## src/design/vgec_pkg.sv

```systemverilog
`timescale 1ns / 1ps
// ----------------------------------------------------------------------------
// Vector glyph endpoint clamp: shared package
// Field widths, register indexes, reset values and the types that travel
// between the pipeline sections.
// ----------------------------------------------------------------------------
package vgec_pkg;

  // Field widths of the item and result ports.
  localparam int COL_W   = 11;
  localparam int ROW_W   = 11;
  localparam int VEL_W   = 16;
  localparam int START_W = 15;
  localparam int END_W   = 16;

  // Configuration register widths.
  localparam int CW_W = 15;
  localparam int CH_W = 14;
  localparam int AS_W = 10;
  localparam int ML_W = 12;

  // Configuration port.
  localparam int CFG_IDX_W  = 2;
  localparam int CFG_DATA_W = 15;

  localparam logic [CFG_IDX_W-1:0] CFG_CELL_WIDTH  = 2'd0;
  localparam logic [CFG_IDX_W-1:0] CFG_CELL_HEIGHT = 2'd1;
  localparam logic [CFG_IDX_W-1:0] CFG_ARROW_SCALE = 2'd2;
  localparam logic [CFG_IDX_W-1:0] CFG_MAX_LENGTH  = 2'd3;

  localparam logic [CW_W-1:0] RST_CELL_WIDTH  = 15'd300;
  localparam logic [CH_W-1:0] RST_CELL_HEIGHT = 14'd200;
  localparam logic [AS_W-1:0] RST_ARROW_SCALE = 10'd100;
  localparam logic [ML_W-1:0] RST_MAX_LENGTH  = 12'd160;

  // Internal datapath widths.
  localparam int PROD_W     = VEL_W + AS_W + 1; // signed velocity times gain
  localparam int MAG_W      = 25;               // magnitude of that product
  localparam int SQ_W       = 51;               // sum of squares
  localparam int ROOT_W     = 53;               // square root working width
  localparam int LEN_W      = 26;               // integer vector length
  localparam int NUM_W      = MAG_W + ML_W;     // magnitude times max length
  localparam int UNC_W      = 17;               // unclamped rounded magnitude
  localparam int REM_W      = 40;               // divider remainder
  localparam int Q_W        = ML_W;             // clamped quotient
  localparam int SQRT_STEPS = 26;               // one root bit per stage

  typedef logic [ROOT_W-1:0] vgec_root_t;
  typedef logic [REM_W-1:0]  vgec_rem_t;

  typedef struct packed {
    logic [CW_W-1:0] cell_width;
    logic [CH_W-1:0] cell_height;
    logic [AS_W-1:0] arrow_scale;
    logic [ML_W-1:0] max_length;
  } vgec_cfg_t;

  // Per-item data that rides along beside the root and divide work.
  typedef struct packed {
    logic [START_W-1:0] sx;
    logic [START_W-1:0] sy;
    logic               neg_x;
    logic               neg_y;
    logic [UNC_W-1:0]   unc_x;
    logic [UNC_W-1:0]   unc_y;
    logic               clamp;
  } vgec_tail_t;

endpackage

```

## src/design/vgec_div.sv

```systemverilog
`timescale 1ns / 1ps
// ----------------------------------------------------------------------------
// Vector glyph endpoint clamp: rounding divider pipeline
// Computes (2*num + len) / (2*len) for both components in parallel lanes,
// one quotient bit per stage, after a stage that forms the dividends.
// ----------------------------------------------------------------------------
module vgec_div (
  input  logic                       clk_i,
  input  logic                       rst_ni,
  input  logic                       en_i,
  input  logic                       valid_i,
  input  vgec_pkg::vgec_tail_t       tail_i,
  input  logic [vgec_pkg::NUM_W-1:0] num_x_i,
  input  logic [vgec_pkg::NUM_W-1:0] num_y_i,
  input  logic [vgec_pkg::LEN_W-1:0] len_i,
  output logic                       valid_o,
  output vgec_pkg::vgec_tail_t       tail_o,
  output logic [vgec_pkg::Q_W-1:0]   q_x_o,
  output logic [vgec_pkg::Q_W-1:0]   q_y_o
);

  localparam int QW = vgec_pkg::Q_W;

  // Dividend stage: numerator doubled plus length for round to nearest.
  logic                       init_v_q;
  vgec_pkg::vgec_rem_t        init_rx_q, init_ry_q;
  logic [vgec_pkg::LEN_W-1:0] init_len_q;
  vgec_pkg::vgec_tail_t       init_tail_q;

  always_ff @(posedge clk_i or negedge rst_ni) begin
    if (!rst_ni) begin
      init_v_q <= 1'b0;
    end else if (en_i) begin
      init_v_q <= valid_i;
    end
  end

  always_ff @(posedge clk_i) begin
    if (en_i) begin
      init_rx_q   <= vgec_pkg::vgec_rem_t'({num_x_i, 1'b0}) + vgec_pkg::vgec_rem_t'(len_i);
      init_ry_q   <= vgec_pkg::vgec_rem_t'({num_y_i, 1'b0}) + vgec_pkg::vgec_rem_t'(len_i);
      init_len_q  <= len_i;
      init_tail_q <= tail_i;
    end
  end

  // Restoring division stages.
  logic [QW-1:0]              v_q;
  vgec_pkg::vgec_rem_t        rx_q [QW];
  vgec_pkg::vgec_rem_t        ry_q [QW];
  logic [QW-1:0]              qx_q [QW];
  logic [QW-1:0]              qy_q [QW];
  logic [vgec_pkg::LEN_W-1:0] len_q [QW];
  vgec_pkg::vgec_tail_t       tail_q [QW];

  genvar i;
  for (i = 0; i < QW; i++) begin : g_step
    logic                       in_v;
    vgec_pkg::vgec_rem_t        in_rx, in_ry, sub, rx_d, ry_d;
    logic [QW-1:0]              in_qx, in_qy;
    logic [vgec_pkg::LEN_W-1:0] in_len;
    vgec_pkg::vgec_tail_t       in_tail;
    logic                       take_x, take_y;

    if (i == 0) begin : g_first
      assign in_v    = init_v_q;
      assign in_rx   = init_rx_q;
      assign in_ry   = init_ry_q;
      assign in_qx   = '0;
      assign in_qy   = '0;
      assign in_len  = init_len_q;
      assign in_tail = init_tail_q;
    end else begin : g_next
      assign in_v    = v_q[i-1];
      assign in_rx   = rx_q[i-1];
      assign in_ry   = ry_q[i-1];
      assign in_qx   = qx_q[i-1];
      assign in_qy   = qy_q[i-1];
      assign in_len  = len_q[i-1];
      assign in_tail = tail_q[i-1];
    end

    // Divisor is twice the length, aligned to this quotient bit.
    always_comb begin
      sub    = vgec_pkg::vgec_rem_t'({in_len, 1'b0}) << (QW - 1 - i);
      take_x = in_rx >= sub;
      take_y = in_ry >= sub;
      rx_d   = take_x ? in_rx - sub : in_rx;
      ry_d   = take_y ? in_ry - sub : in_ry;
    end

    always_ff @(posedge clk_i or negedge rst_ni) begin
      if (!rst_ni) begin
        v_q[i] <= 1'b0;
      end else if (en_i) begin
        v_q[i] <= in_v;
      end
    end

    always_ff @(posedge clk_i) begin
      if (en_i) begin
        rx_q[i]   <= rx_d;
        ry_q[i]   <= ry_d;
        qx_q[i]   <= {in_qx[QW-2:0], take_x};
        qy_q[i]   <= {in_qy[QW-2:0], take_y};
        len_q[i]  <= in_len;
        tail_q[i] <= in_tail;
      end
    end
  end

  assign valid_o = v_q[QW-1];
  assign tail_o  = tail_q[QW-1];
  assign q_x_o   = qx_q[QW-1];
  assign q_y_o   = qy_q[QW-1];

  // A clamped item has a nonzero length and a quotient that fits its bits.
  a_clamp_len_nonzero: assert property (@(posedge clk_i) disable iff (!rst_ni)
    (init_v_q && init_tail_q.clamp) |-> (init_len_q != '0))
    else $error("clamped item reached the divider with zero length");

  a_clamp_quot_fits: assert property (@(posedge clk_i) disable iff (!rst_ni)
    (init_v_q && init_tail_q.clamp) |->
      (init_rx_q < (vgec_pkg::vgec_rem_t'({init_len_q, 1'b0}) << QW)) &&
      (init_ry_q < (vgec_pkg::vgec_rem_t'({init_len_q, 1'b0}) << QW)))
    else $error("clamped quotient would overflow the divider");

endmodule

```

## config.mk

```make
export PLATFORM = sky130hd
export DESIGN_NAME = vgec_div
export DESIGN_NICKNAME = d
export VERILOG_FILES = /design/src/design/vgec_pkg.sv /design/src/design/vgec_div.sv
export SDC_FILE = /design/constraint.sdc
export NUM_CORES = 2
export LEC_CHECK = 0
export BUFFER_PORTS_ARGS = -buffer_cell sky130_fd_sc_hd__buf_2
export CORE_MARGIN = 2
export CORE_UTILIZATION = 62
export CTS_CLUSTER_SIZE = 30
export DETAILED_ROUTE_END_ITERATION = 6
export PLACE_DENSITY = 0.9
export SLEW_MARGIN = 10
export SYNTH_ARGS = -nofsm -noshare
export SYNTH_HDL_FRONTEND = slang
export SYNTH_SLANG_ARGS = --single-unit
```

## constraint.sdc

```tcl
create_clock -name clk_i -period 8.7 [get_ports clk_i]
set_clock_uncertainty 0.1 [all_clocks]
set_input_delay 0 -clock clk_i [delete_from_list [all_inputs] [get_ports clk_i]]
set_output_delay 0 -clock clk_i [all_outputs]
set_load 0.005 [all_outputs]
```

-- Yosys cells after proc, flatten, opt, wreduce, memory -nomap -nowiden
Memory sizes are Yosys's and may differ from the RTL's.
Cells that the tools add are included.
Widths: inputs -> output; s select.
- memories kept: 6
- input port bits: 171
- flip-flop bits (word level): 186
- output and inout port bits: 92
- logic and storage cells: 105
- memory bits (read-only): 0
- bits in latches: 0
- bits in writable memories: 2364
- multipliers: 0
- shifts and indexed selects: 0
- reductions and logical operators: 0
- magnitude comparators: 24
- add/sub/neg operators: 26
- equal/unequal tests: 0
- divide/modulo/power cells: 0
- bitwise gates (word level): 0
- muxes and demuxes: 26
- memories (memory ; depth ; width ; read ports ; clocked after Yosys merged registers in ; wr ports ; RTL line ; RTL):
    tail_q ; 12 ; 67 ; 12 ; 0 ; 12 ; vgec_div.sv:54 ; vgec_pkg::vgec_tail_t tail_q [QW];
    rx_q ; 12 ; 40 ; 11 ; 0 ; 12 ; vgec_div.sv:49 ; vgec_pkg::vgec_rem_t rx_q [QW];
    ry_q ; 12 ; 40 ; 11 ; 0 ; 12 ; vgec_div.sv:50 ; vgec_pkg::vgec_rem_t ry_q [QW];
    len_q ; 12 ; 26 ; 11 ; 0 ; 12 ; vgec_div.sv:53 ; logic [vgec_pkg::LEN_W-1:0] len_q [QW];
    qx_q ; 12 ; 12 ; 12 ; 0 ; 12 ; vgec_div.sv:51 ; logic [QW-1:0] qx_q [QW];
    qy_q ; 12 ; 12 ; 12 ; 0 ; 12 ; vgec_div.sv:52 ; logic [QW-1:0] qy_q [QW];
- operators with widths (kind ; number):
    $mux 40 ; 24
    $ge 40x27->1 ; 2
    $ge 40x28->1 ; 2
    $ge 40x29->1 ; 2
    $ge 40x30->1 ; 2
    $ge 40x31->1 ; 2
    $ge 40x32->1 ; 2
    $ge 40x33->1 ; 2
    $ge 40x34->1 ; 2
    $ge 40x35->1 ; 2
    $ge 40x36->1 ; 2
    $ge 40x37->1 ; 2
    $ge 40x38->1 ; 2
    $sub 40x27->40 ; 2
    $sub 40x28->40 ; 2
    $sub 40x29->40 ; 2
    $sub 40x30->40 ; 2
    $sub 40x31->40 ; 2
    $sub 40x32->40 ; 2
    $sub 40x33->40 ; 2
    $sub 40x34->40 ; 2
    $sub 40x35->40 ; 2
    $sub 40x36->40 ; 2
    $sub 40x37->40 ; 2
    other kinds (3) ; 6

-- Longest topological paths before layout
An unclocked memory read counts as a cell.
- depth after elaboration: 3
- depth in mapped cells: 15
- depth with buffers taken out: 14

-- Worst setup path after synthesis
No wires, ideal clock.
- path kind: reg-to-reg
- start point: memory rx_q[9][2] (netlist bit)
- end point: memory rx_q[10][10] (netlist bit) (data pin)
- period minus slack after synthesis: 3474 ps
- stages on the path, launching flop included: 14
- arrival time: 3114 ps
- required time: 8340 ps
- path buffers: 1
- path slack: 5226 ps
- library setup time: 260 ps
- cell sequence: edfxtp_1 -> inv_1 -> ha_1 -> inv_1 -> fa_1 -> a21o_1 -> a21o_1 -> a2111oi_0 -> nor3_1 -> nor3b_1 -> a211o_1 -> a21oi_2 -> buf_2 -> mux2_2
- RTL lines (what ; RTL line):
    start, declared ; vgec_div.sv:49

==> impl_metrics.yaml <==
status:
  status: "finished, violations left"
  violations: "design-rule violations"
global_route:
  grt_pass1_wl_um: 445000
  grt_remaining_overflow: 0
  track_usage: 0.318
  first_global_vias: 75315
  grt_max_degree: 209
  antenna_found_initial: 10
clock_tree:
  htreeDepth: 4
  cts.clk_slew.worst_paths_ns: 0.08
  cts-buffers-inserted: 222
  cts_tree: "yes"
  post_cts_buffers: 0
  cts_resized: 0
  clk_latency_ns: 0.91
  cts_hold_buf: 345
  cts_root_buffer: "clkbuf_16"
  cts.sinks: 2286
  clk_path_buf_depth: 3
critical_path:
  critPathKind: "reg -> reg"
  required_ns: 9.22
  cp_slowest_cell: "a221oi_1"
  setup.worst_path.end_class: "register"
  r2r_cells: 12
  worstPathMaxFanout: 56
  max_stage_delay_ns: 1.00
  cp_common_cell: "inv_1"
  crit_chain: "inv_1 -> ha_1 -> and3_1 -> a221oi_1 -> o31ai_1 -> nor4b_1 -> nor3_1 -> a2111oi_4 -> buf_4 -> inv_1 -> and4b_1 -> or3_1"
  cp-start-kind: "register"
  worstPathArrival_ns: 5.83
cells_and_area:
  drive_gt1_frac: 0.100
  areaGrowthSynthToFinish_pct: 14.0
  nets: 10289
  fill_cells: 11676
  finalNonFillerCells: 11976
pwr:
  power_switching_share: 0.346
  p_comb_frac: 0.346
  seqPwrFrac: 0.404
  internal_power_mw: 27.0
  power.net_switching_mw: 14.3
  total_leakage_power_nw: 49.0
  p_per_area_nw_per_um2: 324
  p_clk_frac: 0.250
  ir_worst_vdd_mv: 0.264
route:
  wl_met3_um: 15900
  wl_per_cell_um: 24.7
  wl_met2_um: 149000
  antenna_left: 0
  drt-met1-wl_um: 104000
  vias_per_cell: 6.16
  drc: 2
  drt_iter0_drc: 6811
  first_pass_iters: 7
  drt_wl_total_um: 296000
  top_layer: "met5"
  vias: 73733
synth:
  syn_avg_cell_area_um2: 12.9
  synth_area_leaders: "edfxtp_1, ha_1, a21oi_1"
  synth_seq_area_share: 0.613
  synth.largest_area_cell: "edfxtp_1"
  ys_ff_latch: 2286
  synth_flop_cell: "edfxtp_1"
  synthCells: 8698
  syn_area_um2: 112000
  synth_top_area_frac: 0.610
  syn_nets: 9565
  async_flop_share: 0.00569
  yosys_warnings: 0
  synth_edf_count: 2273
  synth.distinct_cells: 110
place:
  dp_hpwl_um: 209000
  port-buffer-count: 262
  place_inst: 11208
  place_ws_ns: 3.16
  place_congestion: 1.07
sta:
  tns_ns: 0
  max_freq_mhz: 188
  finalSetupViolCount: 0
  rsz0062_at_grt: "no"
  worst_pin_slew_ns: 1.19
  relSlewSlack: 0.198
  finalMaxSlewViolations: 0
  hold_viol: 0
  period_share: 0.610
  min_period_ns: 5.31
  worst_slack_ns: 3.39
die:
  die_h_um: 429
  die_x_um: 429
  rows: 155
  core_um2: 179000
  start_util: 0.625
  die-area_um2: 184000
  ios: 263
min_path:
  holdPathStages: 4
  hold_path_class: "in -> reg"
flow_run:
  maxCapViolCount: 0
-- cell usage after synthesis, types with 37 or more instances --
| master | number |
|---|---|
| and3_1 | 63 |
| o211ai_1 | 50 |
| a21o_1 | 288 |
| nor2b_1 | 95 |
| mux2_2 | 187 |
| nor3_1 | 136 |
| a211oi_1 | 60 |
| or2_2 | 37 |
| or3_1 | 63 |
| o21ai_0 | 425 |
| o21bai_1 | 59 |
| xnor2_1 | 419 |
| clkbuf_1 | 113 |
| nor4_1 | 68 |
| o31ai_1 | 55 |
| o21a_1 | 93 |
| nand4_1 | 89 |
| nor2_1 | 585 |
| edfxtp_1 | 2273 |
| nand2_1 | 463 |
| inv_1 | 498 |
| a21oi_1 | 761 |
| ha_1 | 672 |
| a31oi_1 | 57 |
| xor2_1 | 258 |
| nand2b_1 | 114 |
| nand3_1 | 126 |
-- per-layer routing --
metal / track usage / vias to the layer above
met5: 0 / -
met4: 0.244 / 10
met3: 0.0484 / 995
met2: 0.561 / 3083
met1: 0.345 / 35368
li1: - / 34277
-- worst max-delay path, delay by kind of cell, from the launching register on --
family	cells	cell delay, ns
AO/OA/AOI/OAI	3	1.63
adder cells (fa/ha/maj)	1	0.27
buffers and inverters	3	0.84
AND/OR/NAND/NOR	5	1.80
flip-flops	1	0.41
-- power by group through the flow --
stage                     registers (mW)  logic, mW  clock network [mW]
after global placement              16.7       13.4                   0
after global routing                16.8       15.6                10.8
after CTS                           16.6       14.0                10.4
final                               16.7       14.3                10.3
after detailed placement            16.8       13.7                   0
after floorplan                     15.9       10.2                   0
-- logic make-up (layout without fill, tap and decap cells) --
family                     count (synthesis)  in the layout  share of synthesized area
DFF                                     2286           2286                      0.613
AOI/OAI and AO/OA                       2149           2149                      0.121
and+or+nand+nor                         2024           2024                     0.0900
adders and majority gates                696            696                     0.0795
xor gates and xnor gates                 677            677                     0.0530
buffers and inverters                    660           1579                     0.0226
muxes                                    206            206                     0.0207
other                                      0              4                          0
-- per-stage QoR --
step	total power, mW	hold WS, ns	util	area [um^2]
after floorplan	26.1	-0.396	-	112000
after global placement	30.1	-0.215	0.649	116000
after detailed placement	30.5	-0.199	0.649	116000
after CTS	41.0	0.0211	0.713	127000
after global routing	43.2	0.102	0.713	127000
final	41.3	0.100	0.713	127000
-- flip-flops by register name (all words and copies together) (netlist names) --
register / flops
qy_q: 78
tail_q: 804
valid_o: 1
g_step.in_v: 12
g_step.in_len: 26
g_step.in_rx: 38
g_step.in_tail: 67
rx_q: 430
ry_q: 429
g_step.in_ry: 38
len_q: 285
qx_q: 78
-- layout by cell type (no fill, tap or decap), types with 25 or more instances in the layout --
cell type / n
bufinv_16: 39
nand4_1: 89
or4_1: 28
xnor2_1: 419
and2_1: 33
a31oi_1: 57
a211oi_1: 60
or3_1: 63
clkbuf_1: 27
clkinv_2: 47
a21oi_1: 759
dlygate4sd3_1: 345
o211ai_1: 50
clkbuf_16: 224
nand3_1: 126
nor2b_1: 95
nor2_1: 585
nand2b_1: 114
nor4_1: 67
o21ai_1: 25
o21a_1: 93
o31ai_1: 55
edfxtp_1: 2273
o21ai_0: 424
inv_1: 498
ha_1: 672
mux2_2: 187
and3_1: 63
nand2_1: 463
a21o_1: 288
nor3_1: 136
clkinv_1: 36
or2_2: 37
o21bai_1: 59
buf_4: 39
xor2_1: 258
buf_2: 261
-- path summary, 6_finish.rpt --
kind / from / endpoint / slack [ns]
setup reg to reg: len_q[3][17] / ry_q[4][30] / 3.39
hold reg to reg: tail_q[2][94] / tail_q[2][161] / 0.28
max in group asynchronous: rst_ni / g_step[2].in_v / 7.96
setup / recovery: len_q[3][17] / ry_q[4][30] / 3.39
min in group asynchronous: rst_ni / g_step[1].in_v / 0.13
hold / removal: num_y_i[2] / g_step[0].in_ry[3] / 0.10
-- cell type report --
class	count	area, um^2	share of cell area
diodes	4	10.0	0.0000785
multi-input cells	5752	40800	0.320
flip-flops and latches	2286	68600	0.538
well taps	2355	2950	0.0231
inverters	502	1880	0.0148
clock inverters	168	2170	0.0170
clock buffers	251	5710	0.0448
repair buffers	658	5310	0.0417
Note: power is estimated with default switching activity, not from simulation.
