==> src/design/vgec_pkg.sv <==
`timescale 1ns / 1ps
// ----------------------------------------------------------------------------
// Vector glyph endpoint clamp: shared package
// Field widths, register indexes, reset values and the types that travel
// between the pipeline sections.
// ----------------------------------------------------------------------------
package vgec_pkg;

  // Field widths of the item and result ports.
  localparam int COL_W   = 11;
  localparam int ROW_W   = 11;
  localparam int VEL_W   = 16;
  localparam int START_W = 15;
  localparam int END_W   = 16;

  // Configuration register widths.
  localparam int CW_W = 15;
  localparam int CH_W = 14;
  localparam int AS_W = 10;
  localparam int ML_W = 12;

  // Configuration port.
  localparam int CFG_IDX_W  = 2;
  localparam int CFG_DATA_W = 15;

  localparam logic [CFG_IDX_W-1:0] CFG_CELL_WIDTH  = 2'd0;
  localparam logic [CFG_IDX_W-1:0] CFG_CELL_HEIGHT = 2'd1;
  localparam logic [CFG_IDX_W-1:0] CFG_ARROW_SCALE = 2'd2;
  localparam logic [CFG_IDX_W-1:0] CFG_MAX_LENGTH  = 2'd3;

  localparam logic [CW_W-1:0] RST_CELL_WIDTH  = 15'd300;
  localparam logic [CH_W-1:0] RST_CELL_HEIGHT = 14'd200;
  localparam logic [AS_W-1:0] RST_ARROW_SCALE = 10'd100;
  localparam logic [ML_W-1:0] RST_MAX_LENGTH  = 12'd160;

  // Internal datapath widths.
  localparam int PROD_W     = VEL_W + AS_W + 1; // signed velocity times gain
  localparam int MAG_W      = 25;               // magnitude of that product
  localparam int SQ_W       = 51;               // sum of squares
  localparam int ROOT_W     = 53;               // square root working width
  localparam int LEN_W      = 26;               // integer vector length
  localparam int NUM_W      = MAG_W + ML_W;     // magnitude times max length
  localparam int UNC_W      = 17;               // unclamped rounded magnitude
  localparam int REM_W      = 40;               // divider remainder
  localparam int Q_W        = ML_W;             // clamped quotient
  localparam int SQRT_STEPS = 26;               // one root bit per stage

  typedef logic [ROOT_W-1:0] vgec_root_t;
  typedef logic [REM_W-1:0]  vgec_rem_t;

  typedef struct packed {
    logic [CW_W-1:0] cell_width;
    logic [CH_W-1:0] cell_height;
    logic [AS_W-1:0] arrow_scale;
    logic [ML_W-1:0] max_length;
  } vgec_cfg_t;

  // Per-item data that rides along beside the root and divide work.
  typedef struct packed {
    logic [START_W-1:0] sx;
    logic [START_W-1:0] sy;
    logic               neg_x;
    logic               neg_y;
    logic [UNC_W-1:0]   unc_x;
    logic [UNC_W-1:0]   unc_y;
    logic               clamp;
  } vgec_tail_t;

endpackage

==> src/design/vgec_out.sv <==
`timescale 1ns / 1ps
// ----------------------------------------------------------------------------
// Vector glyph endpoint clamp: output section
// Signs and saturates the displacement, adds it to the start point, and
// hands results out through an output register with a skid stage.
// ----------------------------------------------------------------------------
module vgec_out (
  input  logic                                clk_i,
  input  logic                                rst_ni,
  input  logic                                valid_i,
  input  vgec_pkg::vgec_tail_t                tail_i,
  input  logic [vgec_pkg::Q_W-1:0]            q_x_i,
  input  logic [vgec_pkg::Q_W-1:0]            q_y_i,
  output logic                                ready_o,
  output logic                                out_valid_o,
  input  logic                                out_ready_i,
  output logic [vgec_pkg::START_W-1:0]        start_x_o,
  output logic [vgec_pkg::START_W-1:0]        start_y_o,
  output logic signed [vgec_pkg::END_W-1:0]   end_x_o,
  output logic signed [vgec_pkg::END_W-1:0]   end_y_o
);

  localparam int UW = vgec_pkg::UNC_W;
  localparam int EW = vgec_pkg::END_W;
  localparam int SW = vgec_pkg::START_W;

  typedef struct packed {
    logic [SW-1:0] sx;
    logic [SW-1:0] sy;
    logic [EW-1:0] ex;
    logic [EW-1:0] ey;
  } vgec_res_t;

  // Saturate an 18-bit two's complement value to 16 bits.
  function automatic logic [EW-1:0] sat_end(input logic [UW:0] v);
    logic [EW-1:0] r;
    if ((v[UW:EW-1] == '0) || (v[UW:EW-1] == '1)) begin
      r = v[EW-1:0];
    end else begin
      r = v[UW] ? {1'b1, {(EW-1){1'b0}}} : {1'b0, {(EW-1){1'b1}}};
    end
    return r;
  endfunction

  logic en;
  logic f1_v_q, f2_v_q;

  // Stage F1: choose clamped or plain magnitude, apply sign, saturate.
  logic [UW-1:0] mag_x, mag_y;
  logic [UW:0]   sig_x, sig_y;
  logic [EW-1:0] f1_dx_q, f1_dy_q;
  logic [SW-1:0] f1_sx_q, f1_sy_q;

  always_comb begin
    mag_x = tail_i.clamp ? UW'(q_x_i) : tail_i.unc_x;
    mag_y = tail_i.clamp ? UW'(q_y_i) : tail_i.unc_y;
    sig_x = tail_i.neg_x ? -{1'b0, mag_x} : {1'b0, mag_x};
    sig_y = tail_i.neg_y ? -{1'b0, mag_y} : {1'b0, mag_y};
  end

  // Stage F2: end point is start plus displacement, saturated.
  logic [UW:0] sum_x, sum_y;
  vgec_res_t   f2_res_q;

  always_comb begin
    sum_x = {3'b000, f1_sx_q} + {{(UW+1-EW){f1_dx_q[EW-1]}}, f1_dx_q};
    sum_y = {3'b000, f1_sy_q} + {{(UW+1-EW){f1_dy_q[EW-1]}}, f1_dy_q};
  end

  always_ff @(posedge clk_i or negedge rst_ni) begin
    if (!rst_ni) begin
      f1_v_q <= 1'b0;
      f2_v_q <= 1'b0;
    end else if (en) begin
      f1_v_q <= valid_i;
      f2_v_q <= f1_v_q;
    end
  end

  always_ff @(posedge clk_i) begin
    if (en) begin
      f1_dx_q     <= sat_end(sig_x);
      f1_dy_q     <= sat_end(sig_y);
      f1_sx_q     <= tail_i.sx;
      f1_sy_q     <= tail_i.sy;
      f2_res_q.sx <= f1_sx_q;
      f2_res_q.sy <= f1_sy_q;
      f2_res_q.ex <= sat_end(sum_x);
      f2_res_q.ey <= sat_end(sum_y);
    end
  end

  // Output register and skid stage. The pipeline advances while the skid
  // stage is empty, so one more item is taken while a result waits.
  logic      out_valid_q, skid_valid_q;
  vgec_res_t out_q, skid_q;
  logic      push;

  assign en   = !skid_valid_q;
  assign push = f2_v_q && en;

  always_ff @(posedge clk_i or negedge rst_ni) begin
    if (!rst_ni) begin
      out_valid_q  <= 1'b0;
      skid_valid_q <= 1'b0;
    end else if (!skid_valid_q) begin
      if (push) begin
        if (!out_valid_q || out_ready_i) begin
          out_valid_q <= 1'b1;
        end else begin
          skid_valid_q <= 1'b1;
        end
      end else if (out_ready_i) begin
        out_valid_q <= 1'b0;
      end
    end else if (out_ready_i) begin
      skid_valid_q <= 1'b0;
    end
  end

  always_ff @(posedge clk_i) begin
    if (!skid_valid_q) begin
      if (push) begin
        if (!out_valid_q || out_ready_i) begin
          out_q <= f2_res_q;
        end else begin
          skid_q <= f2_res_q;
        end
      end
    end else if (out_ready_i) begin
      out_q <= skid_q;
    end
  end

  assign ready_o     = en;
  assign out_valid_o = out_valid_q;
  assign start_x_o   = out_q.sx;
  assign start_y_o   = out_q.sy;
  assign end_x_o     = out_q.ex;
  assign end_y_o     = out_q.ey;

  // The skid stage only fills behind a waiting result.
  a_skid_behind_out: assert property (@(posedge clk_i) disable iff (!rst_ni)
    skid_valid_q |-> out_valid_q)
    else $error("skid stage holds an item while the output register is empty");

  a_skid_catches: assert property (@(posedge clk_i) disable iff (!rst_ni)
    (f2_v_q && !skid_valid_q && out_valid_q && !out_ready_i) |=> skid_valid_q)
    else $error("item pushed into a stalled output was not caught");

  a_skid_drains: assert property (@(posedge clk_i) disable iff (!rst_ni)
    $fell(skid_valid_q) |-> out_valid_q)
    else $error("skid stage drained without refilling the output register");

endmodule
==> config.mk <==
export PLATFORM = sky130hd
export DESIGN_NAME = vgec_out
export DESIGN_NICKNAME = d
export VERILOG_FILES = /design/src/design/vgec_pkg.sv /design/src/design/vgec_out.sv
export SDC_FILE = /design/constraint.sdc
export NUM_CORES = 1
export LEC_CHECK = 0
export ABC_AREA = 1
export BUFFER_PORTS_ARGS = -buffer_cell sky130_fd_sc_hd__buf_2
export CAP_MARGIN = 20
export CELL_PAD_IN_SITES_DETAIL_PLACEMENT = 0
export CELL_PAD_IN_SITES_GLOBAL_PLACEMENT = 1
export CORE_MARGIN = 2
export CORE_UTILIZATION = 45
export DETAILED_ROUTE_END_ITERATION = 12
export PLACE_DENSITY = 0.84
export SLEW_MARGIN = 10
export SYNTH_ARGS = -nofsm -noshare
export SYNTH_HDL_FRONTEND = slang
export SYNTH_SLANG_ARGS = --single-unit
==> constraint.sdc <==
create_clock -name clk_i -period 7.58 [get_ports clk_i]
set_input_delay 0.379 -clock clk_i [delete_from_list [all_inputs] [get_ports clk_i]]
set_output_delay 0.379 -clock clk_i [all_outputs]
set_load 0.02 [all_outputs]
# Word level (Yosys, flattened, before mapping)
# Index checks and enable logic that the tools add are counted.
# Widths: inputs -> output; s select.
[totals]
reg_bits = 252
latchBits = 0
ram_bits = 0
rom_bits = 0
inputBits = 95
out_inout_bits = 64
elab_cells = 73
n_memories = 0
[classes]
addsub = 4
n_mul = 0
div = 0
n_lt_le_gt_ge = 0
n_eq_ne = 6
n_shift = 0
muxes = 23
bitwise_logic = 2
reduce_logical = 18
[op_table]
columns = ["op", "count"]
rows = [
  ["$mux 62", 4],
  ["$mux 16", 8],
  ["$mux 18", 2],
  ["$neg 17->18", 2],
  ["$add 16x16->17", 2],
  ["$mux 17", 2],
  ["$eq 3x3->1 const B", 4],
  ["$logic_not 3->1", 4],
  ["$reduce_and 3->1", 3],
  ["$mux 1", 7],
  ["$reduce_bool 2->1", 3],
  ["$logic_or 1x1->1", 5],
  ["$logic_not 1->1", 2],
  ["$ne 2x1->1 const B", 1],
  ["$ne 2x2->1 const B", 1],
  ["$not 1->1", 2],
  ["$logic_and 1x1->1", 1],
]

# Logic depth before layout (Yosys ltp)
# Gate-level depths: netlist of run 1.
[logic_depth]
word_depth = 6
depth_mapped = 17
ltp_nobuf = 15

# Least setup slack after synthesis of run 1
# No wires, ideal clock.
[synth_timing]
path_kind = "flip-flop to flip-flop"
start = "register skid_valid_q"
end = "register out_q (netlist bit end_x_o[0]), enable pin"
setup_time_ns = 0.568
t_arrival_ns = 5.253
required_ns = 7.012
path_slack_ns = 1.759
stages_incl_launch_ff = 5
n_path_buf = 1
period_less_slack_ns = 5.821
path_cell_list = "dfrtp_1 > inv_2 > clkbuf_1 > nand2_1 > o21ai_0"
[synth_between]
elab_chain_len = 4
elab_cells_between_ends = 6
classes_between = "1 x eq/ne; 5 x reduce/logical"
[synth_lines]
columns = ["element", "line_no", "text"]
rows = [
  ["from (decl)", "vgec_out.sv:95", "logic out_valid_q, skid_valid_q;"],
  ["from (signal assigned)", "vgec_out.sv:105", "skid_valid_q <= 1'b0;"],
  ["from (signal assigned)", "vgec_out.sv:111", "skid_valid_q <= 1'b1;"],
  ["from (signal assigned)", "vgec_out.sv:117", "skid_valid_q <= 1'b0;"],
  ["$logic_not 1->1", "n/a", ""],
  ["$logic_and 1x1->1", "vgec_out.sv:100", "assign push = f2_v_q && en;"],
  ["$reduce_bool 2->1 (no line)", "n/a", ""],
  ["$reduce_and 3->1 (no line) (*)", "n/a", ""],
  ["to (signal assigned)", "vgec_out.sv:125", "out_q <= f2_res_q;"],
  ["to (signal assigned)", "vgec_out.sv:131", "out_q <= skid_q;"],
  ["to (decl)", "vgec_out.sv:96", "vgec_res_t out_q, skid_q;"],
]
# Mark *: on every way between the ends. The rest lies on a longest branch, timed or not.
# A chain may end at the register's enable or synchronous reset.

# Final worst setup path of run 1
[layout_timing]
start = "register skid_valid_q"
end = "register out_q (netlist bit start_x_o[4]), enable pin"
# Same word-level chain as after synthesis.

==> results.ini, run 1 <==
[setup_path]
max_stage_delay_ns = 0.66
worstPathMaxFanout = 102
required_ns = 7.71
reg2regPathDepth = 5
endpoint = start_x_o[4]$_DFFE_PP_
path_common_cell = buf_4
critical_path_class = reg2reg
slowest_stage = inv_6
critPathLaunch = skid_valid_q$_DFF_PN0_
crit_path_end_kind = flip-flop
start_kind = flip-flop
worstPathCellList = buf_4 > inv_6 > nand2_1 > o21ai_4 > buf_4
reg2reg_from = skid_valid_q$_DFF_PN0_
r2r_slack_ns = 4.50
cp_data_arrival_time_ns = 3.21
reg2reg_to = start_x_o[4]$_DFFE_PP_

[die]
io_pins = 159
die_y_um = 167
coreArea_mm2 = 0.0261
die_x_um = 167
start_util_pct = 45.9
dieArea_mm2 = 0.0279
fp-row-count = 59

[timing]
setup_viol_count_final = 0
slew_violations = 0
tightestPinTransition_ns = 0.838
rsz0062_at_grt = no
slew_headroom_pct = 44.1
period_share_pct = 40.6
setup_slack_ns = 4.50
worst_hold_slack_ns = 0.0451
fin_setup_tns_ns = 0
min_period_ns = 3.08
final.setup_skew_ns = 0.00773
clock.fmax_mhz = 325
final-hold-violation-count = 0

[yosys]
synth.net_count = 1319
synth_top_area_share_pct = 62.3
ys_ff_latch = 252
netlist_area_mm2 = 0.0120
yosysWarnings = 0
syn_area_per_cell_um2 = 10.0
syn_inst = 1190
synth_cell_types = 33
synth_top_cell_by_area = edfxtp_1
synth_area_leaders = edfxtp_1 62%, nand2_1 17%, ha_1 3.3%
synth.yosys.seq_area_share_pct = 63.1

[power_and_ir_drop]
leakagePower_nw = 6.22
max-vdd-ir-drop_uv = 305
power_w = 0.00578
p_per_area_mw_per_mm2 = 419

[clock_network]
numCtsBuffers = 23
clk_pin_slew_ns = 0.07
worstSkewPairLatency_ns = 0.50
cts_tree = built
cts_sinks = 252
clock_path_buffers = 3
root_buffer = clkbuf_16
ctsResizeCount = 0
h-tree-depth = 1

[placed_design]
io_buffers = 158
dp_hpwl_um = 17400
place_congestion = 0.866
dp_slack_ns = 4.46

[status]
outcome = complete, no violations

[worst_hold_path]
hold_class = in2reg

[grt]
antenna_found_initial = 4
met2_usage_pct = 25.0
use_met1_pct = 24.8
grt_busiest_layer = met2
grt_pass1_vias = 7587
grt_remaining_overflow = 0
grt_start_max_net_pins = 103
grt_pass1_wl_um = 38200
grt_util_met3_pct = 3.37
track_usage_pct = 16.7

[cells_and_area]
fin_nets = 1478
areaGrowthSynthToFinish_pct = 15.4
layout-drive-gt1-share_pct = 16.1

[routing]
first_pass_iters = 7
wire_per_inst_um = 13.8
wl_um = 23600
via_per_inst = 4.72
ant_nets = 0
drc_errors = 0
vias = 8024
drt_iter0_drc = 621

[run]
drv_cap = 0

==> logic make-up after synthesis <==
logic type | count (synthesis) | synth area share (%)
simple gates | 675 | 22.5
flops | 252 | 63.1
buf+inv | 114 | 4.09
compound gates | 74 | 3.63
xor+xnor | 41 | 3.00
fa+ha+maj | 34 | 3.68
==> repair_timing <==
| item | CTS | global route |
|---|---|---|
| hold endpoints to repair | 4 | 0 |
| hold buffers | 1 | 0 |
| buffers inserted | 0 | 0 |
==> sequential cells by signal, summed over array words and instances, names as in the netlist <==
signal / count
end_x_o: 16
f2_res_q: 62
skid_q: 62
end_y_o: 16
start_x_o: 15
f1_sy_q: 15
start_y_o: 15
f1_dx_q: 16
f1_sx_q: 15
out_valid_o: 1
skid_valid_q: 1
f2_v_q: 1
f1_dy_q: 16
f1_v_q: 1
==> final cells by class <==
cell class	count	area, µm²
fillers	2340	12300
flip-flops and latches	252	7550
multi-input cells	824	3940
repair buffers	164	838
clock buffers	29	598
well taps	335	419
inverters	84	320
clock inverters	12	138
diodes	1	2.50
==> worst min-delay path by stage <==
stage | startpoint | endpoint | slack [ns] | cells past startpoint
after floorplan | rst_ni | f1_v_q$_DFFE_PN0N_ | 0.08 | 0
after global placement | rst_ni | f2_v_q$_DFFE_PN0N_ | 0.20 | 1
after detailed placement | rst_ni | f2_v_q$_DFFE_PN0N_ | 0.20 | 1
after CTS | tail_i[56] | f1_sx_q[4]$_DFFE_PN_ | 0.02 | 1
after global routing | tail_i[55] | f1_sx_q[3]$_DFFE_PN_ | 0.02 | 1
final | tail_i[56] | f1_sx_q[4]$_DFFE_PN_ | 0.05 | 1
==> cells in the mapped netlist, drive strengths merged <==
cell type  instances
o21ai             28
or2                1
a21oi             32
buf               17
xnor2             11
edfxtp           248
and2               2
inv               84
nor2              63
xor2              30
nand2            548
nand4              3
nor3               5
a21o               4
ha                32
o22ai              1
dfrtp              4
o211ai             3
nand3b             5
clkbuf            13
fa                 2
o21bai             6
nand3             48
==> worst max-delay path: cells and delay by family (launching register included) <==
| kind | cells | cell delay, ns |
|---|---|---|
| compound gates | 1 | 0.31 |
| buf+inv | 3 | 1.60 |
| flops | 1 | 0.38 |
| simple gates | 1 | 0.36 |
==> power breakdown <==
part | internal [W] | switching (W) | total, W
clock network | 0.000662 | 0.000467 | 0.00113
registers | 0.00240 | 0.000214 | 0.00261
logic | 0.000618 | 0.00142 | 0.00204
==> cell usage in the layout, fill, tap and decap left out, drive strengths merged <==
cell type,n
fa,2
o22ai,1
and2,2
o21ai,28
xor2,30
clkbuf,29
a21o,4
nand3,48
clkinvlp,1
bufinv,3
dfrtp,4
nand4,3
nor3,5
xnor2,11
diode,1
o211ai,3
edfxtp,248
or2,1
o21bai,6
nor2,63
inv,85
a21oi,32
nand3b,5
nand2,548
buf,163
dlygate4sd3,1
ha,32
clkinv,7
==> stage by stage <==
step | area (µm²) | util [%] | instances
finish | 13800 | 53.0 | 1701
floorplan | 12000 | - | 1190
detailed placement | 13100 | 50.1 | 1658
global route | 13800 | 53.0 | 1700
CTS | 13800 | 53.0 | 1700
global placement | 13100 | 50.1 | 1658
==> metal layers <==
layer  vias to the layer above  wire length [µm]
met3                        40              1540
met2                       212              9880
li1                       4233                 -
met4                         6               465
met1                      3533             11600
met5                         -                41
(Power assumes the default switching activity.)
==> run 2: changes to the inputs <==
--- a/config.mk
+++ b/config.mk
@@ -5,15 +5,15 @@
 export SDC_FILE = /design/constraint.sdc
 export NUM_CORES = 1
 export LEC_CHECK = 0
-export ABC_AREA = 1
+export ABC_AREA = 0
 export BUFFER_PORTS_ARGS = -buffer_cell sky130_fd_sc_hd__buf_2
 export CAP_MARGIN = 20
 export CELL_PAD_IN_SITES_DETAIL_PLACEMENT = 0
 export CELL_PAD_IN_SITES_GLOBAL_PLACEMENT = 1
 export CORE_MARGIN = 2
-export CORE_UTILIZATION = 45
+export CORE_UTILIZATION = 43
 export DETAILED_ROUTE_END_ITERATION = 12
-export PLACE_DENSITY = 0.84
+export PLACE_DENSITY = 0.8
 export SLEW_MARGIN = 10
 export SYNTH_ARGS = -nofsm -noshare
 export SYNTH_HDL_FRONTEND = slang
==> constraint.sdc (replaced) <==
create_clock -name clk_i -period 2.8 [get_ports clk_i]
set_input_delay 0.14 -clock clk_i [delete_from_list [all_inputs] [get_ports clk_i]]
set_output_delay 0.14 -clock clk_i [all_outputs]
set_load 0.02 [all_outputs]
==> run 2 against run 1 <==
  * Area after synthesis up 0.42%
  * Maximum frequency up 12%
  * Design area up 9.8%
  * Highest routed layer is now met4
  * Total power rose to 3.1 times the previous value
  * Non-clock buffer count up 107
  * Worst hold slack better by 0.11 ns
  * Cell count down 8.8%
  * Synthesized cell count down 25%
  * Largest cell class unchanged
  * Sequential share of layout area down 4.9 points
==> results.ini, run 2 <==
[timing]
rsz0062_at_grt = yes
final.setup_skew_ns = 0.00979  ; +0.00206 ns
tightestPinTransition_ns = 0.597  ; -0.242 ns
final-hold-violation-count = 0  ; unchanged
min_period_ns = 2.75  ; -0.328 ns
slew_violations = 0  ; unchanged
setup_viol_count_final = 0  ; unchanged
slew_headroom_pct = 60.2  ; +16 points
fin_setup_tns_ns = 0  ; unchanged
period_share_pct = 98.2  ; +58 points
clock.fmax_mhz = 364  ; +12%

[placed_design]
dp_hpwl_um = 18000  ; +3.7%
io_buffers = 158  ; unchanged
place_congestion = 0.880  ; +1.5%
place_area_mm2 = 0.0138  ; +5.7%

[yosys]
synth.most_common_cell = edfxtp_1
yosysWarnings = 0  ; unchanged
ys.flop_type = edfxtp_1
synth_area_leaders = edfxtp_1 62%, mux2_2 6.1%, ha_1 3.3%
synthTopCellsByCount = 248 x edfxtp_1, 70 x a21oi_1, 65 x mux2_2, 57 x o21ai_0, 56 x nand2_1
async_flop_share_pct = 1.59  ; unchanged
synth_top_area_share_pct = 62.0  ; -0.26 points
syn_inst = 888  ; -25%
synth.net_count = 1017  ; -23%
synth_cell_types = 77  ; +130%
netlist_area_mm2 = 0.0120  ; +0.42%
syn_area_per_cell_um2 = 13.5  ; +35%
synth.yosys.seq_area_share_pct = 62.9  ; -0.26 points
ys_ff_latch = 252  ; unchanged
synth_top_cell_by_area = edfxtp_1
synth_edf_count = 248  ; unchanged

[clock_network]
cts_sinks = 252  ; unchanged
worstSkewPairLatency_ns = 0.51  ; about the same
clock_path_buffers = 3  ; unchanged
cts_tree = built
h-tree-depth = 1  ; unchanged
root_buffer = clkbuf_16
clk_pin_slew_ns = 0.06  ; about the same
numCtsBuffers = 24  ; +4.3%

[setup_path]
critical_path_class = reg2reg
path_buf_inv = 1  ; -2
cp_data_arrival_time_ns = 3.02  ; -0.19 ns
max_stage_delay_ns = 0.40  ; -0.26 ns
start_kind = flip-flop
reg2reg_from = f1_sx_q[0]$_DFFE_PN_
required_ns = 3.07  ; -4.64 ns
cpLargestDelayFamily = compound AO/OA/AOI/OAI gates
reg2reg_to = f2_res_q[30]$_DFFE_PN_
worstPathMaxFanout = 3  ; -97%
crit_path_end_kind = flip-flop
worstPathCellList = ha_2 > fa_2 > a21o_1 > a221oi_2 > o21ai_2 > a221o_1 > buf_6 > or2_4 > a31o_2
cp.depth = 9  ; +4
slowest_stage = edfxtp_1
r2r_slack_ns = 0.05  ; -4.45 ns
reg2regPathDepth = 9  ; +4

[die]
start_util_pct = 43.4  ; -2.4 points
dieArea_mm2 = 0.0293  ; +5.0%
die_y_um = 171  ; +2.5%
fp-row-count = 61  ; +3.4%
coreArea_mm2 = 0.0276  ; +6.0%
io_pins = 159  ; unchanged
die_x_um = 171  ; +2.5%

[routing]
top_layer_used = met4
wire_per_inst_um = 16.5  ; +19%
first_pass_iters = 6  ; -1
via_per_inst = 5.19  ; +9.9%
m1WireLength_um = 12600  ; +8.1%
vias = 8043  ; +0.24%
met2RoutedLength_um = 11100  ; +12%
drc_errors = 0  ; unchanged
drt_iter0_drc = 601  ; -3.2%
ant_nets = 0  ; unchanged
dr_wl_met3_um = 1490  ; -3.0%
wl_um = 25600  ; +8.9%

[cells_and_area]
fin_nets = 1284  ; -13%
reg_top3 = f2_res_q (62), skid_q (62)
layout_common_cells = 248 x edfxtp_1, 158 x buf_2, 72 x buf_4
fin_area_mm2 = 0.0152  ; +9.8%
areaGrowthSynthToFinish_pct = 26.2
layout-drive-gt1-share_pct = 33.8  ; +18 points
final_common_cell = edfxtp_1
insertedDiodeCount = 0  ; -1

[worst_hold_path]
min_from = tail_i[14]
worstHoldPathCells = 3  ; +2
min_to = f1_dy_q[13]$_DFFE_PN_
hold_class = in2reg

[grt]
track_usage_pct = 17.2  ; +0.53 points
grt_pass1_wl_um = 40300  ; +5.6%
grt_remaining_overflow = 0  ; unchanged
grt_pass1_vias = 7691  ; +1.4%
grt_start_max_net_pins = 67  ; -35%
antenna_found_initial = 0  ; -4

[power_and_ir_drop]
p_int_w = 0.0116  ; +220%
max-vdd-ir-drop_uv = 512  ; +68%
switchingPower_w = 0.00625  ; +200%
leakagePower_nw = 5.76  ; -7.3%
p_sw_share_pct = 34.9  ; -1.5 points
clkPwrFrac_pct = 17.5  ; -2.0 points
comb_power_share_pct = 41.3  ; +6.0 points
p_seq_share_pct = 41.2  ; -3.9 points
p_per_area_mw_per_mm2 = 1180  ; +180%

[status]
outcome = complete, no violations

[run]
drv_cap = 0  ; unchanged

[run 2: cell count changes after synthesis, sizes merged, moves of 20 or more]
| cell | change |
|---|---|
| mux2i | +23 |
| a21oi | +38 |
| inv | -72 |
| nor2 | -20 |
| mux2 | +65 |
| nand3 | -40 |
| nand2 | -492 |
| o21ai | +43 |
[run 2: power by group through the flow]
stage	Sequential, W	Clock, W	Combinational [W]
floorplan	0.00786	0	0.00409
global placement	0.00741	0	0.00671
detailed placement	0.00746	0	0.00681
CTS	0.00740	0.00320	0.00693
global route	0.00756	0.00334	0.00813
finish	0.00738	0.00312	0.00740
[run 2: what timing repair did]
action / in CTS / in global routing
hold buffers: 34 / 0
endpoints found under the setup margin: 24 / 24
resized for setup: 4 / 38
hold endpoints to repair: 37 / 0
buffers inserted: 1 / 6
pin swaps: 3 / 11
gates cloned: 0 / 1
[run 2: per-stage QoR]
stage               util [%]  hold WS [ns]  total power, W  instances  setup WS, ns
detailed placement      50.0       -0.0540          0.0143       1465        -0.256
global placement        50.0       -0.0526          0.0141       1465        -0.196
finish                  54.8         0.159          0.0179       1551        0.0497
floorplan                  -        -0.156          0.0120        888        -0.568
global route            54.8         0.183          0.0190       1551        -0.118
CTS                     54.0         0.137          0.0175       1544       0.00635
[run 2: area by class of cell]
class / instances / area [µm²]
sequential: 252 / 7550
timing repair buffer: 271 / 1790
multi-input combinational: 592 / 4520
tap: 378 / 473
inverter: 14 / 56.3
fill: 2363 / 12500
clock buffer: 27 / 633
clock inverter: 17 / 131
[run 2: metal layers]
layer	vias to the layer above	GRT usage, %
li1	3990	-
met1	3789	26.1
met2	229	25.8
met3	35	2.54
met4	0	4.50
met5	-	0
[run 2: worst register-to-register path, cell delays in order, from the launching register on]
cell	delay, ns
edfxtp_1	0.40
ha_2	0.22
fa_2	0.34
a21o_1	0.20
a221oi_2	0.30
o21ai_2	0.10
a221o_1	0.37
buf_6	0.14
or2_4	0.22
a31o_2	0.24
[run 2: kinds of logic (layout without fill, tap and decap cells)]
group / Yosys count / in the layout / share of synthesized area, %
buffers and inverters: 45 / 329 / 1.69
and+or+nand+nor: 200 / 201 / 8.56
muxes: 88 / 88 / 8.02
DFF: 252 / 252 / 62.9
xor gates and xnor gates: 46 / 46 / 3.42
adders and majority gates: 34 / 34 / 3.67
AOI/OAI and AO/OA: 223 / 223 / 11.8
[run 2: worst max-delay path by stage]
stage / start / end
2_1_floorplan: tail_i[0] / f1_dx_q[13]$_DFFE_PN_
3_3_place_gp: tail_i[0] / f1_dx_q[0]$_DFFE_PN_
3_5_place_dp: tail_i[0] / f1_dx_q[0]$_DFFE_PN_
4_1_cts: f1_dy_q[0]$_DFFE_PN_ / f2_res_q[12]$_DFFE_PN_
5_1_grt: f1_dy_q[11]$_DFFE_PN_ / f2_res_q[11]$_DFFE_PN_
6_report: f1_sx_q[0]$_DFFE_PN_ / f2_res_q[30]$_DFFE_PN_
